[src/hw/rtl/lccn_pkg.sv]
// ----------------------------------------------------------------------------
// lccn_pkg
// Types, sizes and codes shared by the leader clustering block.
// ----------------------------------------------------------------------------
package lccn_pkg;

	localparam int MAX_CENTROIDS = 64;
	localparam int IDX_W  = (MAX_CENTROIDS > 1) ? $clog2(MAX_CENTROIDS) : 1;
	localparam int CNT_W  = $clog2(MAX_CENTROIDS + 1);
	localparam int COORD_W = 16;
	localparam int SQ_W   = 32;
	localparam int DIST_W = 34;
	localparam int RAD_W  = 33;
	localparam int OUT_IDX_W = 6;

	localparam logic [RAD_W-1:0] RADIUS_RESET = 33'd147456;

	// Operation codes
	localparam logic [1:0] OP_LEARN    = 2'd0;
	localparam logic [1:0] OP_FORCE    = 2'd1;
	localparam logic [1:0] OP_CLASSIFY = 2'd2;

	typedef struct packed {
		logic [1:0]                 opcode;
		logic signed [COORD_W-1:0]  point_x;
		logic signed [COORD_W-1:0]  point_y;
		logic [1:0]                 point_label;
	} cmd_t;

	typedef struct packed {
		logic [OUT_IDX_W-1:0] cluster_index;
		logic [1:0]           cluster_label;
		logic                 created;
		logic                 table_full;
		logic                 table_empty;
	} result_t;

	// Query word moving along the cell row
	typedef struct packed {
		logic                       valid;
		logic signed [COORD_W-1:0]  x;
		logic signed [COORD_W-1:0]  y;
	} query_t;

	// Running nearest match, one cell behind the query
	typedef struct packed {
		logic              valid;
		logic              have;
		logic [DIST_W-1:0] dsq;
		logic [IDX_W-1:0]  idx;
		logic [1:0]        lab;
	} best_t;

	// Table write broadcast to the cells
	typedef struct packed {
		logic                       en;
		logic [IDX_W-1:0]           addr;
		logic signed [COORD_W-1:0]  x;
		logic signed [COORD_W-1:0]  y;
		logic [1:0]                 lab;
	} wr_t;

	typedef enum logic {
		ST_IDLE,
		ST_RUN
	} state_t;

endpackage

[src/hw/rtl/lccn_cell.sv]
// ----------------------------------------------------------------------------
// lccn_cell
// One centroid slot: stores a point and label, squares the offset to the
// passing query, then folds its distance into the running nearest match.
// ----------------------------------------------------------------------------
module lccn_cell (
	input  logic                 clk,
	input  logic                 arst_n,
	input  logic [lccn_pkg::IDX_W-1:0] cell_idx,
	input  logic                 live,
	input  logic                 wr_sel,
	input  lccn_pkg::wr_t        wr,
	input  lccn_pkg::query_t     q_in,
	input  lccn_pkg::best_t      b_in,
	output lccn_pkg::query_t     q_out,
	output lccn_pkg::best_t      b_out
);
	import lccn_pkg::*;

	logic signed [COORD_W-1:0] cx_q, cy_q;
	logic [1:0]                cl_q;
	logic [SQ_W-1:0]           sqx_q, sqy_q;
	logic signed [COORD_W:0]   dx, dy;
	logic signed [2*COORD_W+1:0] px2, py2;
	logic [DIST_W-1:0]         cand_dsq;
	logic                      take;
	logic                      qv_q, bv_q;
	logic signed [COORD_W-1:0] qx_q, qy_q;
	best_t                     b_q;

	// Store the centroid when this slot is written
	always_ff @(posedge clk) begin
		if (wr_sel) begin
			cx_q <= wr.x;
			cy_q <= wr.y;
			cl_q <= wr.lab;
		end
	end

	// Square the offsets to the query now in this cell
	assign dx  = {cx_q[COORD_W-1], cx_q} - {q_in.x[COORD_W-1], q_in.x};
	assign dy  = {cy_q[COORD_W-1], cy_q} - {q_in.y[COORD_W-1], q_in.y};
	assign px2 = dx * dx;
	assign py2 = dy * dy;

	always_ff @(posedge clk) begin
		sqx_q <= px2[SQ_W-1:0];
		sqy_q <= py2[SQ_W-1:0];
	end

	// Fold this slot into the match, which arrives in the cycle after the query
	assign cand_dsq = {2'b00, sqx_q} + {2'b00, sqy_q};
	assign take     = live && (!b_in.have || (cand_dsq < b_in.dsq));

	always_ff @(posedge clk or negedge arst_n) begin
		if (!arst_n) begin
			qv_q <= 1'b0;
			bv_q <= 1'b0;
		end else begin
			qv_q <= q_in.valid;
			bv_q <= b_in.valid;
		end
	end

	always_ff @(posedge clk) begin
		qx_q <= q_in.x;
		qy_q <= q_in.y;
		if (take) begin
			b_q.valid <= b_in.valid;
			b_q.have  <= 1'b1;
			b_q.dsq   <= cand_dsq;
			b_q.idx   <= cell_idx;
			b_q.lab   <= cl_q;
		end else begin
			b_q <= b_in;
		end
	end

	// Hand the query and the match on to the next cell
	always_comb begin
		q_out.valid = qv_q;
		q_out.x     = qx_q;
		q_out.y     = qy_q;
		b_out       = b_q;
		b_out.valid = bv_q;
	end

endmodule

[config.mk]
export PLATFORM = sky130hd
export DESIGN_NAME = lccn_cell
export DESIGN_NICKNAME = d
export VERILOG_FILES = /design/src/hw/rtl/lccn_pkg.sv /design/src/hw/rtl/lccn_cell.sv
export SDC_FILE = /design/constraint.sdc
export NUM_CORES = 1
export LEC_CHECK = 0
export BUFFER_PORTS_ARGS = -buffer_cell sky130_fd_sc_hd__buf_2
export CAP_MARGIN = 20
export CORE_ASPECT_RATIO = 1.25
export CORE_UTILIZATION = 45
export DETAILED_ROUTE_END_ITERATION = 10
export PLACE_DENSITY_LB_ADDON = 0.15
export SYNTH_ARGS = -nofsm -noshare
export SYNTH_HDL_FRONTEND = slang
export SYNTH_SLANG_ARGS = --single-unit
[constraint.sdc]
create_clock -name clk -period 25.9 [get_ports clk]
set_input_delay 7.77 -clock clk [delete_from_list [all_inputs] [get_ports clk]]
set_output_delay 7.77 -clock clk [all_outputs]
set_load 0.01 [all_outputs]
# Word-level counts from Yosys, hierarchy flattened
# Index checks and enable logic that the tools add are counted.
[totals] ff_bits=175 input_bits=128 out_inout_bits=77 word_cells=23
[classes] addsub=3 multipliers=2 magnitude_cmp=1 n_mux=1 reduce_logical=3
[op_table] cell="17-bit by 17-bit multiplier with 32-bit output" n=2
[op_table] cell="42-bit two-way mux" n=1
[op_table] cell="33-bit by 34-bit < comparator with 1-bit output" n=1
[op_table] cell="16-bit by 16-bit subtractor with 17-bit output" n=2
[op_table] cell="32-bit by 32-bit adder with 33-bit output" n=1
[op_table] cell="1-bit logical AND" n=1
[op_table] cell="1-bit zero test" n=1
[op_table] cell="1-bit logical OR" n=1

# Longest topological paths before layout
# Gate-level depths: netlist (run 1).
[depth] depth_word=5 ltp_mapped=36 depth_no_buf=36

# Least setup slack after synthesis (run 1)
# Ideal clock, no wire load.
[synth_path] path_kind="in2reg" start="input port q_in[16] (netlist name)" end="register sqx_q[27]" setup_ns=0.072 arrival_time_ns=15.487 t_required_ns=25.828 setup_slack_ns=10.341 path_stages=30 n_path_buf=1 cell_sequence="ha_1 -> inv_1 -> fa_1 -> a211oi_1 -> nor2_1 -> o221a_2 -> a311o_1 -> a2111o_1 -> a31oi_4 -> nand2b_1 -> a31oi_1 -> buf_2 -> nor2_1 -> fa_1 -> fa_1 -> fa_1 -> fa_1 -> fa_1 -> inv_1 -> fa_1 -> inv_1 -> ha_1 -> or3_1 -> o21ai_0 -> a31oi_1 -> a221o_1 -> a21o_1 -> a21o_1 -> a21oi_1 -> xnor2_1"
[synth_between] elab_chain_len=2
[synth_lines] item="from (decl)" line_no="lccn_cell.sv:13" rtl="input lccn_pkg::query_t q_in,"
[synth_lines] item="16-bit by 16-bit subtractor with 17-bit output" line_no="lccn_cell.sv:41" rtl="assign dx = {cx_q[COORD_W-1], cx_q} - {q_in.x[COORD_W-1], q_in.x};"
[synth_lines] item="17-bit by 17-bit multiplier with 32-bit output" line_no="lccn_cell.sv:43" rtl="assign px2 = dx * dx;"
[synth_lines] item="net px2[27]" line_no="lccn_cell.sv:24" rtl="logic signed [2*COORD_W+1:0] px2, py2;"
[synth_lines] item="to (signal assigned)" line_no="lccn_cell.sv:47" rtl="sqx_q <= px2[SQ_W-1:0];"
[synth_lines] item="to (decl)" line_no="lccn_cell.sv:22" rtl="logic [SQ_W-1:0] sqx_q, sqy_q;"
# The timed path passes the listed nets, and every way through them passes these cells.
# A chain may end at the register's enable or synchronous reset.

# Final worst setup path (run 1)
[layout_path] start="input port q_in[16] (netlist name)" end="register sqx_q[30]"
# The elaborated chain is that of the path after synthesis.

==> impl_metrics.tcl, run 1 <==
set metrics [dict create \
    die_w_um 217 \
    clockRootBuffer "clkbuf_16" \
    place.detailed.hpwl_mm 52.7 \
    nFillCells 5457 \
    dr.max_layer_used "met4" \
    grt_max_degree 35 \
    maxCapViolCount 0 \
    fin_nets 3780 \
    tightest_slew_ns 1.14 \
    wl_met1_mm 24.7 \
    post-cts-setup-buffers 0 \
    hp-class "flop to flop" \
    htreeDepth 4 \
    rr_worst_depth 32 \
    core_area_um2 57100 \
    start_kind "primary input" \
    dieArea_um2 58600 \
    grt_usage_pct 22.8 \
    gp_congestion 0.893 \
    drt_iter0_markers 752 \
    avgSynthCellArea_um2 9.64 \
    worstSkewPairLatency_ns 0.48 \
    slew_violations 0 \
    min_period_ns 16.44 \
    antenna_left 0 \
    route.detailed.wl_per_inst_um 17.2 \
    remaining_drc_errors 0 \
    register_area_um2 3810 \
    endpoint "sqx_q[30]" \
    ys_seq_area_share_pct 14.7 \
    syn_nets 3586 \
    die-height_um 270 \
    cp_common_cell "fa_1" \
    r2r_slack_ns 16.44 \
    areaGrowthSynthToFinish_pct 9.76 \
    fin_crit_sh_pct 63.5 \
    grt_pass1_vias 20600 \
    crit_type "primary input to flop" \
    async_flop_share_pct 1.16 \
    max_freq_mhz 60.8 \
    setup_viol 0 \
    slew_headroom_pct 23.1 \
    clkSlewWorstSetupHoldPaths_ns 0.08 \
    cpMaxStageDelayCell "xor2_1" \
    cts_resized 0 \
    drt-total-wl_mm 62.6 \
    required_ns 26.32 \
    rsz0062_at_grt "false" \
    drive_gt1_share_pct 10.9 \
    postSynthCellCount 2692 \
    antenna_found_initial 1 \
    hold_violations 0 \
    critPathArrivalTime_ns 16.86 \
    outcome "complete, no violations" \
    cts_sinks 173 \
    slowest_delay_ns 0.70 \
    grt_pass1_wl_mm 103 \
    first_pass_iters 5 \
    fin_skew_ns 0.0183 \
    dr_wl_met3_mm 3.83 \
    cp_max_fo 13 \
    met2_length_mm 32.1 \
    final_common_cell "inv_1" \
    ys_warn_count 0 \
    ys_types 59 \
    whs_path_depth 1 \
    cts_hold_buffers 0 \
    cts_tree "built" \
    vias 18600 \
    worstSetupEndpointType "flop" \
    ys_seq_elements 173 \
    synth_edf_count 34 \
    r2r-start "cx_q[0]" \
    ys.flop_type "dfxtp_1" \
    multi_input_area_um2 19300 \
    num_io_pins 205 \
    cts_buffer_depth 2 \
    vias_per_cell 5.09 \
    cts_made_buffers 17 \
    grt.overflow.total 0 \
    final_cell_mix "inv_1 (697), fa_1 (516), ha_1 (250)" \
    fin_setup_tns_ns 0 \
    num_rows 98 \
    crit_start "q_in[16]" \
    netlist_area_um2 25900 \
    io_buffer_count 197 \
    initial_core_util_pct 45.4 \
    regToRegEndpoint "sqx_q[30]" \
]
[final cells by class]
cell class	instances	area share, %
Antenna cell	1	0.00879
Clock inverter	14	0.505
Sequential cell	173	13.4
Multi-Input combinational cell	1760	67.8
Clock buffer	18	1.51
Timing Repair Buffer	224	4.17
Tap cell	750	3.29
Inverter	710	9.36
[cells in the mapped netlist (4+ instances only)]
master      n  area share (%)
o21ai_0    51            0.98
o31ai_1     6            0.17
a211oi_1   17            0.49
o211ai_1    4            0.12
and3_1      9            0.22
and2_1     24            0.58
nor3_1     23            0.44
nand2_1   183             2.6
inv_2       4           0.058
nor2b_1    15            0.36
ha_1      250              12
inv_1     697              10
dfxtp_1   137              11
xnor2_1    93             3.1
a31o_2      4            0.13
mux2_2     41             1.8
nor3b_1     4            0.12
or3_1       7            0.17
a31oi_1    11            0.27
xor2_1     42             1.4
o21a_1     17            0.49
nor2_1    226             3.3
nand2b_1   17            0.41
clkinv_1    9            0.13
fa_1      516              40
o21bai_1    9            0.26
clkbuf_1   40            0.58
buf_2       6            0.12
edfxtp_1   34             3.9
nand3_1    13            0.25
nand4_1    12            0.29
a221o_1     4            0.15
a21o_1     45             1.3
a21oi_1    80             1.5
[flip-flops by register name, summed over array words and instances (netlist names)]
name / count
cx_q: 16
cy_q: 16
bv_q: 1
sqx_q: 31
sqy_q: 31
qx_q: 16
cl_q: 2
qy_q: 16
b_out: 43
qv_q: 1
[per-stage QoR]
stage / hold slack, ns / util (%) / cell area [um2] / instances / setup slack, ns
floorplan: 0.448 / - / 25900 / 2692 / 10.34
global placement: 0.460 / 48.8 / 27900 / 3617 / 9.06
detailed placement: 0.472 / 48.8 / 27900 / 3617 / 9.04
CTS: 0.489 / 49.8 / 28500 / 3649 / 9.52
global route: 0.508 / 49.8 / 28500 / 3649 / 8.80
finish: 0.481 / 49.8 / 28500 / 3650 / 9.46
[critical path, delay by kind of cell]
family	cells	cell delay [ns]
compound gates	11	2.96
xor+xnor	2	0.85
fa+ha+maj	9	3.90
buf+inv	7	0.94
simple gates	3	0.47
[routing by layer]
metal  vias up  track usage (%)
met5         -                0
met4         0             7.73
met3       108             3.71
met2       552             40.9
met1      9341             27.3
li1       8567                -
[how the worst min path moves through the flow]
stage / from / to / slack (ns)
2_1_floorplan: cl_q[0] / b_out[0] / 0.45
3_3_place_gp: cl_q[0] / b_out[0] / 0.46
3_5_place_dp: cl_q[0] / b_out[0] / 0.47
4_1_cts: cl_q[1] / b_out[1] / 0.49
5_1_grt: cl_q[0] / b_out[0] / 0.51
6_report: cl_q[0] / b_out[0] / 0.48
[cells by family after synthesis]
group                    synth area share (%)
buffers and inverters                    11.1
flip-flops                               14.7
AO/OA/AOI/OAI                            6.95
multiplexers                             1.82
AND/OR/NAND/NOR                          8.96
adder cells (fa/ha/maj)                  51.9
XOR/XNOR                                 4.66
Power of run 1 is left out: the tool's default activity adds up to more than one toggle a clock period on the data nets, which glitch-free logic cannot reach.
==> inputs of run 2 (changes only) <==
==> constraint.sdc (replaced) <==
create_clock -name clk -period 16.3 [get_ports clk]
set_input_delay 4.89 -clock clk [delete_from_list [all_inputs] [get_ports clk]]
set_output_delay 4.89 -clock clk [all_outputs]
set_load 0.01 [all_outputs]
==> run 2 against run 1 <==
Effect of this change:
- wire length is 0.77% lower
- clock skew is 0.0020 ns lower
- cell area hardly changed
- count of clock-buffer cells in the layout is 1 higher
- worst setup slack worse by 6.8 ns
- critical path depth stayed put
- hold slack worse by 0.0071 ns
==> impl_metrics.tcl, run 2 (synthesis gave the netlist of run 1 again) <==
set metrics [dict create \
    cts_hold_buffers 0 \
    num_io_pins 205 \
    maxCapViolCount 0 \
    r2r-start "cx_q[0]" \
    antenna_found_initial 0 \
    core_area_um2 57100 \
    setup_viol 0 \
    cp_common_cell "fa_1" \
    clkSlewWorstSetupHoldPaths_ns 0.08 \
    diodes 0 \
    largest_reg_flops 43 \
    route.detailed.wl_per_inst_um 17.0 \
    grt_pass1_wl_mm 103 \
    fin_nets 3782 \
    grt_usage_pct 22.7 \
    nFillCells 5473 \
    dieArea_um2 58600 \
    cpMaxStageDelayCell "xor2_1" \
    start_kind "primary input" \
    htreeDepth 4 \
    slew_headroom_pct 22.9 \
    slew_violations 0 \
    final_common_cell "inv_1" \
    crit_type "primary input to flop" \
    slowest_delay_ns 0.71 \
    num_rows 98 \
    grt_max_degree 42 \
    outcome "complete, no violations" \
    hold_violations 0 \
    hold_path_end "b_out[1]" \
    cts_buffer_depth 2 \
    cts_sinks 173 \
    cts_resized 0 \
    antenna_left 0 \
    clockRootBuffer "clkbuf_16" \
    die-height_um 270 \
    min_period_ns 13.62 \
    die_w_um 217 \
    initial_core_util_pct 45.4 \
    required_ns 16.71 \
    worstSetupEndpointType "flop" \
    r2r_slack_ns 6.78 \
    drt-total-wl_mm 62.2 \
    rr_worst_depth 32 \
    hp-class "flop to flop" \
    regToRegEndpoint "sqx_q[30]" \
    fin_skew_ns 0.0163 \
    grt.overflow.total 0 \
    vias 18600 \
    worstSkewPairLatency_ns 0.47 \
    critPathArrivalTime_ns 14.02 \
    remaining_drc_errors 0 \
    drive_gt1_share_pct 11.0 \
    stdcell_count 3651 \
    tightest_slew_ns 1.15 \
    io_buffer_count 197 \
    cp_max_fo 13 \
    gp_congestion 0.890 \
    whs_path_depth 1 \
    drt_iter0_markers 792 \
    first_pass_iters 5 \
    place.detailed.hpwl_mm 52.3 \
    dp_cells 3617 \
    grt_pass1_vias 20700 \
    fin_crit_sh_pct 83.5 \
    cts_made_buffers 17 \
    areaGrowthSynthToFinish_pct 9.85 \
    min_from "cl_q[1]" \
    cts_tree "built" \
    vias_per_cell 5.09 \
    rsz0062_at_grt "false" \
    max_freq_mhz 73.4 \
    post-cts-setup-buffers 0 \
    holdWs_ns 0.474 \
    final_cell_mix "inv_1 (697), fa_1 (516), ha_1 (250)" \
    fin_setup_tns_ns 0 \
]
-- run 2: changes by cell type in the layout (fill, tap and decap cells not counted), sizes merged --
cell    delta
clkinv     -2
inv        +1
clkbuf     +2
diode      -1
buf        +1
-- run 2: layout make-up --
cell class,count,area [um2],area share [%]
flip-flops and latches,173,3810,13.4
clock inverters,13,134,0.470
inverters,710,2670,9.35
clock buffers,19,454,1.59
multi-input cells,1760,19300,67.7
repair buffers,226,1200,4.22
well taps,750,938,3.29
-- run 2: worst max-delay path, delay by kind of cell --
kind / cells / cell delay (ns)
AOI/OAI and AO/OA: 11 / 2.98
xor gates and xnor gates: 2 / 0.86
buffers and inverters: 7 / 0.93
and+or+nand+nor: 3 / 0.50
adders and majority gates: 9 / 3.86
-- run 2: through the flow --
stage	area (um2)	setup WS, ns	util (%)
final	28500	2.68	49.9
after global routing	28500	2.00	49.9
after detailed placement	27900	2.21	48.8
after global placement	27900	2.30	48.8
after floorplan	25900	3.62	-
after CTS	28500	2.69	49.9
-- run 2: worst max-delay path by stage --
stage	start	to	slack, ns	cells after the start
after detailed placement	q_in[17]	sqx_q[30]	2.21	31
after floorplan	q_in[16]	sqx_q[27]	3.62	30
final	q_in[16]	sqx_q[30]	2.68	32
after global placement	q_in[17]	sqx_q[30]	2.30	31
after CTS	q_in[17]	sqx_q[30]	2.69	31
after global routing	q_in[16]	sqx_q[30]	2.00	32
-- run 2: layer usage --
metal,wire (um),GRT usage (%),vias up
met2,31900,40.7,550
li1,-,-,8561
met4,1810,7.01,0
met1,24900,28.0,9352
met3,3560,3.14,113
met5,0,0,-
Power of run 2 is left out for the same reason.
