--- src/hw/rtl/lccn_pkg.sv ---
// ----------------------------------------------------------------------------
// lccn_pkg
// Types, sizes and codes shared by the leader clustering block.
// ----------------------------------------------------------------------------
package lccn_pkg;

	localparam int MAX_CENTROIDS = 64;
	localparam int IDX_W  = (MAX_CENTROIDS > 1) ? $clog2(MAX_CENTROIDS) : 1;
	localparam int CNT_W  = $clog2(MAX_CENTROIDS + 1);
	localparam int COORD_W = 16;
	localparam int SQ_W   = 32;
	localparam int DIST_W = 34;
	localparam int RAD_W  = 33;
	localparam int OUT_IDX_W = 6;

	localparam logic [RAD_W-1:0] RADIUS_RESET = 33'd147456;

	// Operation codes
	localparam logic [1:0] OP_LEARN    = 2'd0;
	localparam logic [1:0] OP_FORCE    = 2'd1;
	localparam logic [1:0] OP_CLASSIFY = 2'd2;

	typedef struct packed {
		logic [1:0]                 opcode;
		logic signed [COORD_W-1:0]  point_x;
		logic signed [COORD_W-1:0]  point_y;
		logic [1:0]                 point_label;
	} cmd_t;

	typedef struct packed {
		logic [OUT_IDX_W-1:0] cluster_index;
		logic [1:0]           cluster_label;
		logic                 created;
		logic                 table_full;
		logic                 table_empty;
	} result_t;

	// Query word moving along the cell row
	typedef struct packed {
		logic                       valid;
		logic signed [COORD_W-1:0]  x;
		logic signed [COORD_W-1:0]  y;
	} query_t;

	// Running nearest match, one cell behind the query
	typedef struct packed {
		logic              valid;
		logic              have;
		logic [DIST_W-1:0] dsq;
		logic [IDX_W-1:0]  idx;
		logic [1:0]        lab;
	} best_t;

	// Table write broadcast to the cells
	typedef struct packed {
		logic                       en;
		logic [IDX_W-1:0]           addr;
		logic signed [COORD_W-1:0]  x;
		logic signed [COORD_W-1:0]  y;
		logic [1:0]                 lab;
	} wr_t;

	typedef enum logic {
		ST_IDLE,
		ST_RUN
	} state_t;

endpackage

--- src/hw/rtl/lccn_ctrl.sv ---
// ----------------------------------------------------------------------------
// lccn_ctrl
// Sequencer: takes a command word, launches the query into the cell row,
// decides on the nearest match at the far end, writes the table, reports.
// ----------------------------------------------------------------------------
module lccn_ctrl (
	input  logic                       clk,
	input  logic                       arst_n,
	input  logic                       start,
	input  lccn_pkg::cmd_t             cmd,
	input  logic                       cfg_valid,
	input  logic [lccn_pkg::RAD_W-1:0] cfg_data,
	input  lccn_pkg::best_t            b_end,
	output logic                       busy,
	output logic [lccn_pkg::CNT_W-1:0] count,
	output lccn_pkg::query_t           q_head,
	output lccn_pkg::best_t            b_head,
	output lccn_pkg::wr_t              wr,
	output logic                       done,
	output lccn_pkg::result_t          result
);
	import lccn_pkg::*;

	state_t          state_q, state_d;
	logic [1:0]      op_q;
	logic [1:0]      lab_q;
	logic signed [COORD_W-1:0] px_q, py_q;
	logic [CNT_W-1:0] count_q;
	logic [RAD_W-1:0] radius_q;
	logic            qv_q, bv_q;
	logic            done_q;
	result_t         result_q, res_d;
	logic            finish, want, room;
	logic [IDX_W+OUT_IDX_W-1:0] near_ext, new_ext;

	// Radius register
	always_ff @(posedge clk or negedge arst_n) begin
		if (!arst_n) begin
			radius_q <= RADIUS_RESET;
		end else if (cfg_valid) begin
			radius_q <= cfg_data;
		end
	end

	// Latch the command word on accept
	always_ff @(posedge clk) begin
		if (start && (state_q == ST_IDLE)) begin
			op_q  <= cmd.opcode;
			lab_q <= cmd.point_label;
			px_q  <= cmd.point_x;
			py_q  <= cmd.point_y;
		end
	end

	// State, count, launch markers and result strobe
	always_ff @(posedge clk or negedge arst_n) begin
		if (!arst_n) begin
			state_q <= ST_IDLE;
			count_q <= '0;
			qv_q    <= 1'b0;
			bv_q    <= 1'b0;
			done_q  <= 1'b0;
		end else begin
			state_q <= state_d;
			qv_q    <= start && (state_q == ST_IDLE);
			bv_q    <= qv_q;
			done_q  <= finish;
			if (finish && res_d.created) begin
				count_q <= count_q + 1'b1;
			end
		end
	end

	always_ff @(posedge clk) begin
		if (finish) begin
			result_q <= res_d;
		end
	end

	// Next state and decision at the end of the row
	assign room     = count_q < CNT_W'(MAX_CENTROIDS);
	assign near_ext = {{OUT_IDX_W{1'b0}}, b_end.idx};
	assign new_ext  = {{OUT_IDX_W{1'b0}}, count_q[IDX_W-1:0]};

	always_comb begin
		state_d = state_q;
		finish  = 1'b0;
		want    = 1'b0;
		res_d   = '0;
		if (b_end.have) begin
			res_d.cluster_index = near_ext[OUT_IDX_W-1:0];
			res_d.cluster_label = b_end.lab;
		end
		case (op_q)
			OP_FORCE: want = 1'b1;
			OP_LEARN: want = !b_end.have || ({1'b0, b_end.dsq} >= {2'b00, radius_q});
			default:  want = 1'b0;
		endcase
		if (want) begin
			if (room) begin
				res_d.cluster_index = new_ext[OUT_IDX_W-1:0];
				res_d.cluster_label = lab_q;
				res_d.created       = 1'b1;
			end else begin
				res_d.table_full = 1'b1;
			end
		end else if ((op_q != OP_LEARN) && (op_q != OP_FORCE) && !b_end.have) begin
			res_d.table_empty = 1'b1;
		end
		case (state_q)
			ST_IDLE: begin
				if (start) begin
					state_d = ST_RUN;
				end
			end
			ST_RUN: begin
				if (b_end.valid) begin
					finish  = 1'b1;
					state_d = ST_IDLE;
				end
			end
			default: state_d = ST_IDLE;
		endcase
	end

	// Drive the head of the row and the table write
	always_comb begin
		q_head.valid = qv_q;
		q_head.x     = px_q;
		q_head.y     = py_q;
		b_head       = '0;
		b_head.valid = bv_q;
		wr.en        = finish && res_d.created;
		wr.addr      = count_q[IDX_W-1:0];
		wr.x         = px_q;
		wr.y         = py_q;
		wr.lab       = lab_q;
	end

	assign busy   = (state_q != ST_IDLE);
	assign count  = count_q;
	assign done   = done_q;
	assign result = result_q;

endmodule

--- config.mk ---
export PLATFORM = sky130hd
export DESIGN_NAME = lccn_ctrl
export DESIGN_NICKNAME = d
export VERILOG_FILES = /design/src/hw/rtl/lccn_pkg.sv /design/src/hw/rtl/lccn_ctrl.sv
export SDC_FILE = /design/constraint.sdc
export NUM_CORES = 1
export LEC_CHECK = 0
export ABC_CLOCK_PERIOD_IN_PS = 3320
export BUFFER_PORTS_ARGS = -buffer_cell sky130_fd_sc_hd__buf_2
export CAP_MARGIN = 20
export CORE_UTILIZATION = 45
export DETAILED_ROUTE_END_ITERATION = 12
export GPL_TIMING_DRIVEN = 0
export PLACE_DENSITY_LB_ADDON = 0.1
export SLEW_MARGIN = 10
export SYNTH_ARGS = -nofsm -noshare
export SYNTH_HDL_FRONTEND = slang
export SYNTH_SLANG_ARGS = --single-unit
--- constraint.sdc ---
create_clock -name clk -period 3.32 [get_ports clk]
set_input_delay 0.664 -clock clk [delete_from_list [all_inputs] [get_ports clk]]
set_output_delay 0.664 -clock clk [all_outputs]
set_load 0.1 [all_outputs]
**Yosys cells after proc, flatten, opt, wreduce, memory -nomap -nowiden**

Cells that the tools add are included.

- Output and inout bits: 138
- Flip-flop bits (word level): 91
- Word-level logic and storage cells: 40

- Bitwise logic cells: 1
- Add/sub/neg operators: 1
- Equal/unequal tests: 2
- Reduce and logical (&&, ||, !) cells: 8
- Mux-type cells: 11
- Order comparisons: 2

Operators with widths:

| kind | count |
|---|---|
| $ge A34 B33 Y1 | 1 |
| $mux W10 | 1 |
| $mux W9 | 1 |
| $mux W8 | 1 |
| $add A7 B1 Y7 const B | 1 |
| $lt A7 B7 Y1 const B | 1 |
| $mux W1 | 6 |
| $logic_and A1 B1 Y1 | 4 |
| $pmux W1 S2 | 2 |
| $eq A2 B1 Y1 const B | 1 |
| $logic_not A2 Y1 | 1 |
| $ne A2 B1 Y1 const B | 1 |
| $reduce_bool A2 Y1 | 1 |
| $logic_not A1 Y1 | 1 |
| $logic_or A1 B1 Y1 | 1 |
| $not A1 Y1 | 1 |

**Depth between registers and ports, before layout**

Gate-level depths: netlist of the first run.

- Word-level depth: 5
- Gate-level depth with buffers: 12
- Gate-level depth less buffers: 10

**Worst setup path after synthesis of the first run**

Ideal clock, no wire load.

- Path kind: input to output
- Start point: in b_end[40] (netlist name)
- End point: out wr[40] (netlist name)
- Stages on the path: 7
- Slack: 25 ps
- Buffers on the path: 0
- Arrival: 2631 ps
- Path through: ha_1 -> nand4b_4 -> or4_1 -> a211o_1 -> o211ai_2 -> o21ai_2 -> and2b_2

RTL lines:

| item | line | source |
|---|---|---|
| from (decl) | lccn_ctrl.sv:13 | `input lccn_pkg::best_t b_end,` |
| to (decl) | lccn_ctrl.sv:18 | `output lccn_pkg::wr_t wr,` |

==> results.toml, run 1 <==
[die]
fp.dieW_um = 104
die_height_um = 104
rows = 36
fp.dieArea_um2 = 10700
io_pins = 255
initial_core_util_pct = 47.0
core_um2 = 9860

[timing]
fin_skew_ns = 0.00968
drv_slew = 0
hold_viol = 0
worst_pin_slew_ns = 0.587
max_freq_mhz = 307
hold_slack_ns = 0.180
fin_ws_ns = 0.0585
period_minus_slack_ns = 3.26
rsz0062_at_grt = "true"
post-route-period-util_pct = 98.2
finalSetupViolations = 0
maxSlewHeadroom_pct = 60.8
tns_ns = 0

[clock_tree]
cts_tree = "built"
cts_buffer_depth = 2
cts_buffers = 9
root_buffer = "clkbuf_8"
htree_levels = 3
clock-sinks = 91
worstSkewPairLatency_ns = 0.36
clk_pin_slew_ns = 0.10

[place]
io_buffers = 209
dp_cells = 804
gp_congestion = 0.759
dpl.hpwl_mm = 8.33
dpl_cell_area_um2 = 6040
dp_slack_ns = -0.425

[worst_setup_path]
worstSetupPathType = "in2out"
path_max_fanout = 2
cp-start-kind = "primary input"
path_cells = "buf_2 > ha_4 > nand4b_4 > or4_4 > a211o_1 > o211ai_2 > o21ai_2 > and2b_2 > buf_12"
timing.critical_path.required_ns = 2.66
r2r_slack_ns = 0.60
cp.arrival_ns = 2.60
timing.rr.end = "result[5]$_DFFE_PP_"
ff2ff_path_depth = 14
path_buf_inv = 2
timing.rr.start = "radius_q[28]$_DFFE_PN0P_"
cp_top_family = "simple AND/OR/NAND/NOR gates"
cp_slowest_cell = "or4_4"
cp-end-kind = "output port"
worst_path_largest_cell_delay_ns = 0.55

[synth]
yosysWarnings = 0
synth_edf_count = 47
yosys.area.top_type = "edfxtp_1"
postSynth.asyncResetShare_pct = 48.4
netlist_instances = 419
synth_area_per_cell_um2 = 11.1
yosysUniqueCellTypes = 37
yosys_most_used_dff = "edfxtp_1"
synth_top_area_share_pct = 30.4
seq_area_frac_synth_pct = 54.2
ys_ff_latch = 91
netlist_area_um2 = 4640
synthTopCellsByArea = "edfxtp_1 (30%), dfrtp_1 (23%), buf_4 (13%)"

[drt]
postRouteAntennaNets = 0
drc = 0
drtIter0Drc = 130
wl_mm = 10.6
wire_per_inst_um = 12.8
viasPerCell = 4.41
firstDrtPassIters = 4
vias = 3651

[final_layout]
drive_above_1_share_pct = 49.3
finalNonFillerCells = 827
final_common_cell = "buf_2"
final_cell_area_um2 = 6400
area_delta_synth_final_pct = 38.0
insertedDiodeCount = 0
final_cell_mix = "buf_2 (209), buf_4 (89), edfxtp_1 (47), o21ai_0 (45), conb_1 (43)"
fillCellCount = 805
utilization_pct = 64.9
nets = 840

[run]
drv_cap = 0

[power_and_ir_drop]
power_density_nw_per_um2 = 498
total_power_mw = 3.19
vdd_drop_max_uv = 307
p_leak_nw = 3.28

[status]
outcome = "completed"

[grt]
grt_pass1_vias = 3620
grt_busiest_layer = "met2"
met2_usage_pct = 36.5
grt_use_met1_pct = 23.3
grt_pass1_wl_mm = 17.1
track_usage_pct = 20.2
grt-ovfl-total = 0
grtUsageMet3_pct = 4.59
grt_max_degree = 45
antenna_found_initial = 0

[min_path]
min_path_type = "in2async"
[where the power goes]
part	internal (mW)	total (mW)	switching, mW
registers	1.28	1.32	0.0326
logic	0.257	1.18	0.919
clock network	0.282	0.696	0.413
total	1.82	3.19	1.37
[worst reg2reg max path, stage by stage (launching register included)]
cell	delay (ns)
dfrtp_1	0.37
inv_1	0.11
ha_4	0.22
nand4_1	0.15
buf_4	0.13
buf_4	0.08
buf_4	0.12
a21oi_4	0.04
a211oi_2	0.22
o211ai_2	0.15
o21ai_2	0.16
buf_4	0.13
buf_6	0.13
clkbuf_1	0.30
o21ai_0	0.14
[state kept, by name, summed over array words and instances, names as in the netlist]
signal,cells
busy,1
done,1
bv_q,1
qv_q,1
lab_q,2
count,7
op_q,2
radius_q,33
px_q,16
result,11
py_q,16
[metal layers]
metal | vias to the layer above | wire length (um)
met5 | - | 0
met3 | 14 | 693
met1 | 1660 | 4310
li1 | 1834 | -
met2 | 143 | 5450
met4 | 0 | 144
[synthesized netlist by cell type, types with 2 or more instances]
master    instances
ha_1             34
clkbuf_1          7
nand4_1           6
a211oi_1          2
nand3_1          12
nor2_1            7
nor3_1            3
a21o_1            3
edfxtp_1         47
inv_1            45
mux2_2            2
or4_1             2
o21ai_0          45
dfstp_2           2
xnor2_1           5
nor2b_1           2
nand2_1          38
buf_4            83
dfrtp_1          42
a21oi_1          15
[worst max path at each step]
stage	slack [ns]	cells past startpoint	to	from
after floorplan	0.03	7	wr[40]	b_end[40]
after global placement	-0.40	9	wr[40]	b_end[36]
after detailed placement	-0.42	9	wr[40]	b_end[36]
after CTS	0.01	9	wr[40]	b_end[40]
after global routing	-0.09	12	wr[40]	radius_q[28]$_DFFE_PN0P_
final	0.06	9	wr[40]	b_end[40]
[cell families after synthesis]
logic type      share of synthesized area (%)
mux                                     0.486
compound gates                           8.31
xor+xnor                                0.944
other cells                            0.0809
simple gates                             8.69
buf+inv                                  18.1
flops                                    54.2
fa+ha+maj                                9.17
[timing repair]
item	in CTS	in global routing
setup buffers	5	1
gates resized for setup	14	5
hold buffers	0	0
pin swaps	8	4
setup endpoints to repair	1	1
[final cells by class]
type / count / area (um^2) / area share (%)
Clock buffer: 9 / 124 / 1.94
Multi-Input combinational cell: 232 / 1540 / 24.1
Inverter: 45 / 169 / 2.64
Clock inverter: 7 / 57.6 / 0.899
Timing Repair Buffer: 217 / 1150 / 18.0
Buffer: 93 / 669 / 10.5
Tap cell: 133 / 166 / 2.60
Sequential cell: 91 / 2510 / 39.3
Note: power is estimated with default switching activity, not from simulation.
==> run 2: changes to the inputs <==
Settings changed: PLACE_DENSITY set to 0.81, PLACE_DENSITY_LB_ADDON 0.1 to not set, RECOVER_POWER set to 25.
==> results.toml, run 2 (synthesis results as in run 1) <==
[status]
outcome = "finished, violations left"
violations = "capacitance limit, slew limit, setup timing"

[grt]
track_usage_pct = 23.1
grt_pass1_wl_mm = 19.2
grt_pass1_vias = 3881
antenna_found_initial = 3
grt-ovfl-total = 0
grt_max_degree = 45

[worst_setup_path]
cp.arrival_ns = 2.69
path_cells = "buf_2 > ha_4 > nand4_1 > or4_4 > a211o_1 > o211ai_2 > o21ai_2 > and2b_2 > buf_12"
worst_path_largest_cell_delay_ns = 0.56
cp_slowest_cell = "or4_4"
timing.critical_path.required_ns = 2.66
worstSetupPathType = "in2out"
cp_top_family = "simple AND/OR/NAND/NOR gates"
path_buf_inv = 2
cp-start-kind = "primary input"
cp-end-kind = "output port"
path_max_fanout = 3

[timing]
rsz0062_at_grt = "true"
tns_ns = -0.0369
hold_viol = 0
finalSetupViolations = 1
hold_slack_ns = 0.266
period_minus_slack_ns = 3.36
drv_slew = 35
fin_ws_ns = -0.0369
maxSlewHeadroom_pct = -32.8
max_freq_mhz = 298
fin_skew_ns = 0.0159
worst_pin_slew_ns = 1.99
post-route-period-util_pct = 101

[place]
io_buffers = 209
dpl.hpwl_mm = 9.28
dpl_cell_area_um2 = 6030
dp_slack_ns = -0.436
gp_congestion = 0.882

[drt]
top_layer = "met5"
wire_per_inst_um = 14.6
drtIter0Drc = 173
wl_met1_mm = 4.54
vias = 3833
postRouteAntennaNets = 0
wl_met2_mm = 6.17
met3WireLength_um = 865
viasPerCell = 4.63
firstDrtPassIters = 4
drc = 0
wl_mm = 12.1

[final_layout]
largest_register_ffs = 33
nets = 838
final_cell_area_um2 = 6360
area_delta_synth_final_pct = 37.1
drive_above_1_share_pct = 48.1
largest_registers = "radius_q x33, px_q x16, py_q x16"
utilization_pct = 64.5
largest-register = "radius_q"
final_cell_mix = "buf_2 (207), buf_4 (87), edfxtp_1 (47), o21ai_0 (45), conb_1 (43)"
final_common_cell = "buf_2"

[die]
fp.dieW_um = 104
core_um2 = 9860
fp.dieArea_um2 = 10700
initial_core_util_pct = 47.0
rows = 36
die_height_um = 104
io_pins = 255

[clock_tree]
cts_buffer_depth = 2
htree_levels = 3
clock-sinks = 91
cts_tree = "built"
root_buffer = "clkbuf_8"
cts_buffers = 9
clk_pin_slew_ns = 0.10
worstSkewPairLatency_ns = 0.37

[power_and_ir_drop]
vdd_drop_max_uv = 315
p_leak_nw = 3.26
power_density_nw_per_um2 = 517

[min_path]
min_path_type = "in2async"

[run]
drv_cap = 1
run 2: cell types whose count changed in the layout (fill, tap and decap cells not counted), moves of 2 or more:
cell      previous run  this run
buf_4               89        87
diode_2              0         2
buf_2              209       207
clkbuf_1             7        10
run 2: final timing paths:
path	startpoint	to	slack (ns)	depth (start not counted)
min reg2reg	qv_q$_DFF_PN0_	bv_q$_DFF_PN0_	0.38	0
min in group clk	qv_q$_DFF_PN0_	bv_q$_DFF_PN0_	0.38	0
max in group asynchronous	arst_n	bv_q$_DFF_PN0_	0.78	2
max	b_end[36]	wr[40]	-0.04	9
min	arst_n	radius_q[27]$_DFFE_PN0P_	0.27	1
max reg2reg	radius_q[26]$_DFFE_PN0P_	result[3]$_DFFE_PP_	0.44	13
run 2: power by group:
part	switching (mW)	leakage, nW	internal [mW]
clock network	0.435	0.0984	0.360
registers	0.0319	0.959	1.28
logic	0.929	2.21	0.249
total	1.40	3.26	1.89
run 2: repair_timing:
action                     in CTS  in global routing
setup buffers                   4                  0
hold buffers                    0                  0
setup endpoints to repair       1                  1
pin swaps                       5                  2
resized for setup              11                  2
run 2: routing by layer:
metal | track usage, % | vias up
met5 | 0 | -
met4 | 12.6 | 2
met3 | 6.10 | 33
met2 | 40.8 | 168
met1 | 25.2 | 1799
li1 | - | 1831
run 2: worst reg2reg max path, delay by kind of cell, from the launching register on:
| kind | cells | cell delay, ns |
|---|---|---|
| and+or+nand+nor | 1 | 0.14 |
| adders and majority gates | 1 | 0.23 |
| buffers and inverters | 6 | 0.91 |
| DFF | 1 | 0.39 |
| AOI/OAI and AO/OA | 5 | 0.95 |
run 2: per-stage QoR:
step,total power [mW],instances
after floorplan,2.29,461
after global placement,2.47,803
after CTS,3.30,824
final,3.29,827
after global routing,3.41,827
after detailed placement,2.50,804
run 2: area by class of cell:
cell class                      instances  area, um^2
Fill cell                             752        3510
Sequential cell                        91        2510
Multi-Input combinational cell        232        1520
Timing Repair Buffer                  215        1110
Buffer                                 93         669
Inverter                               45         169
Tap cell                              133         166
Clock buffer                            9         124
Clock inverter                          7        82.6
Antenna cell                            2        5.00
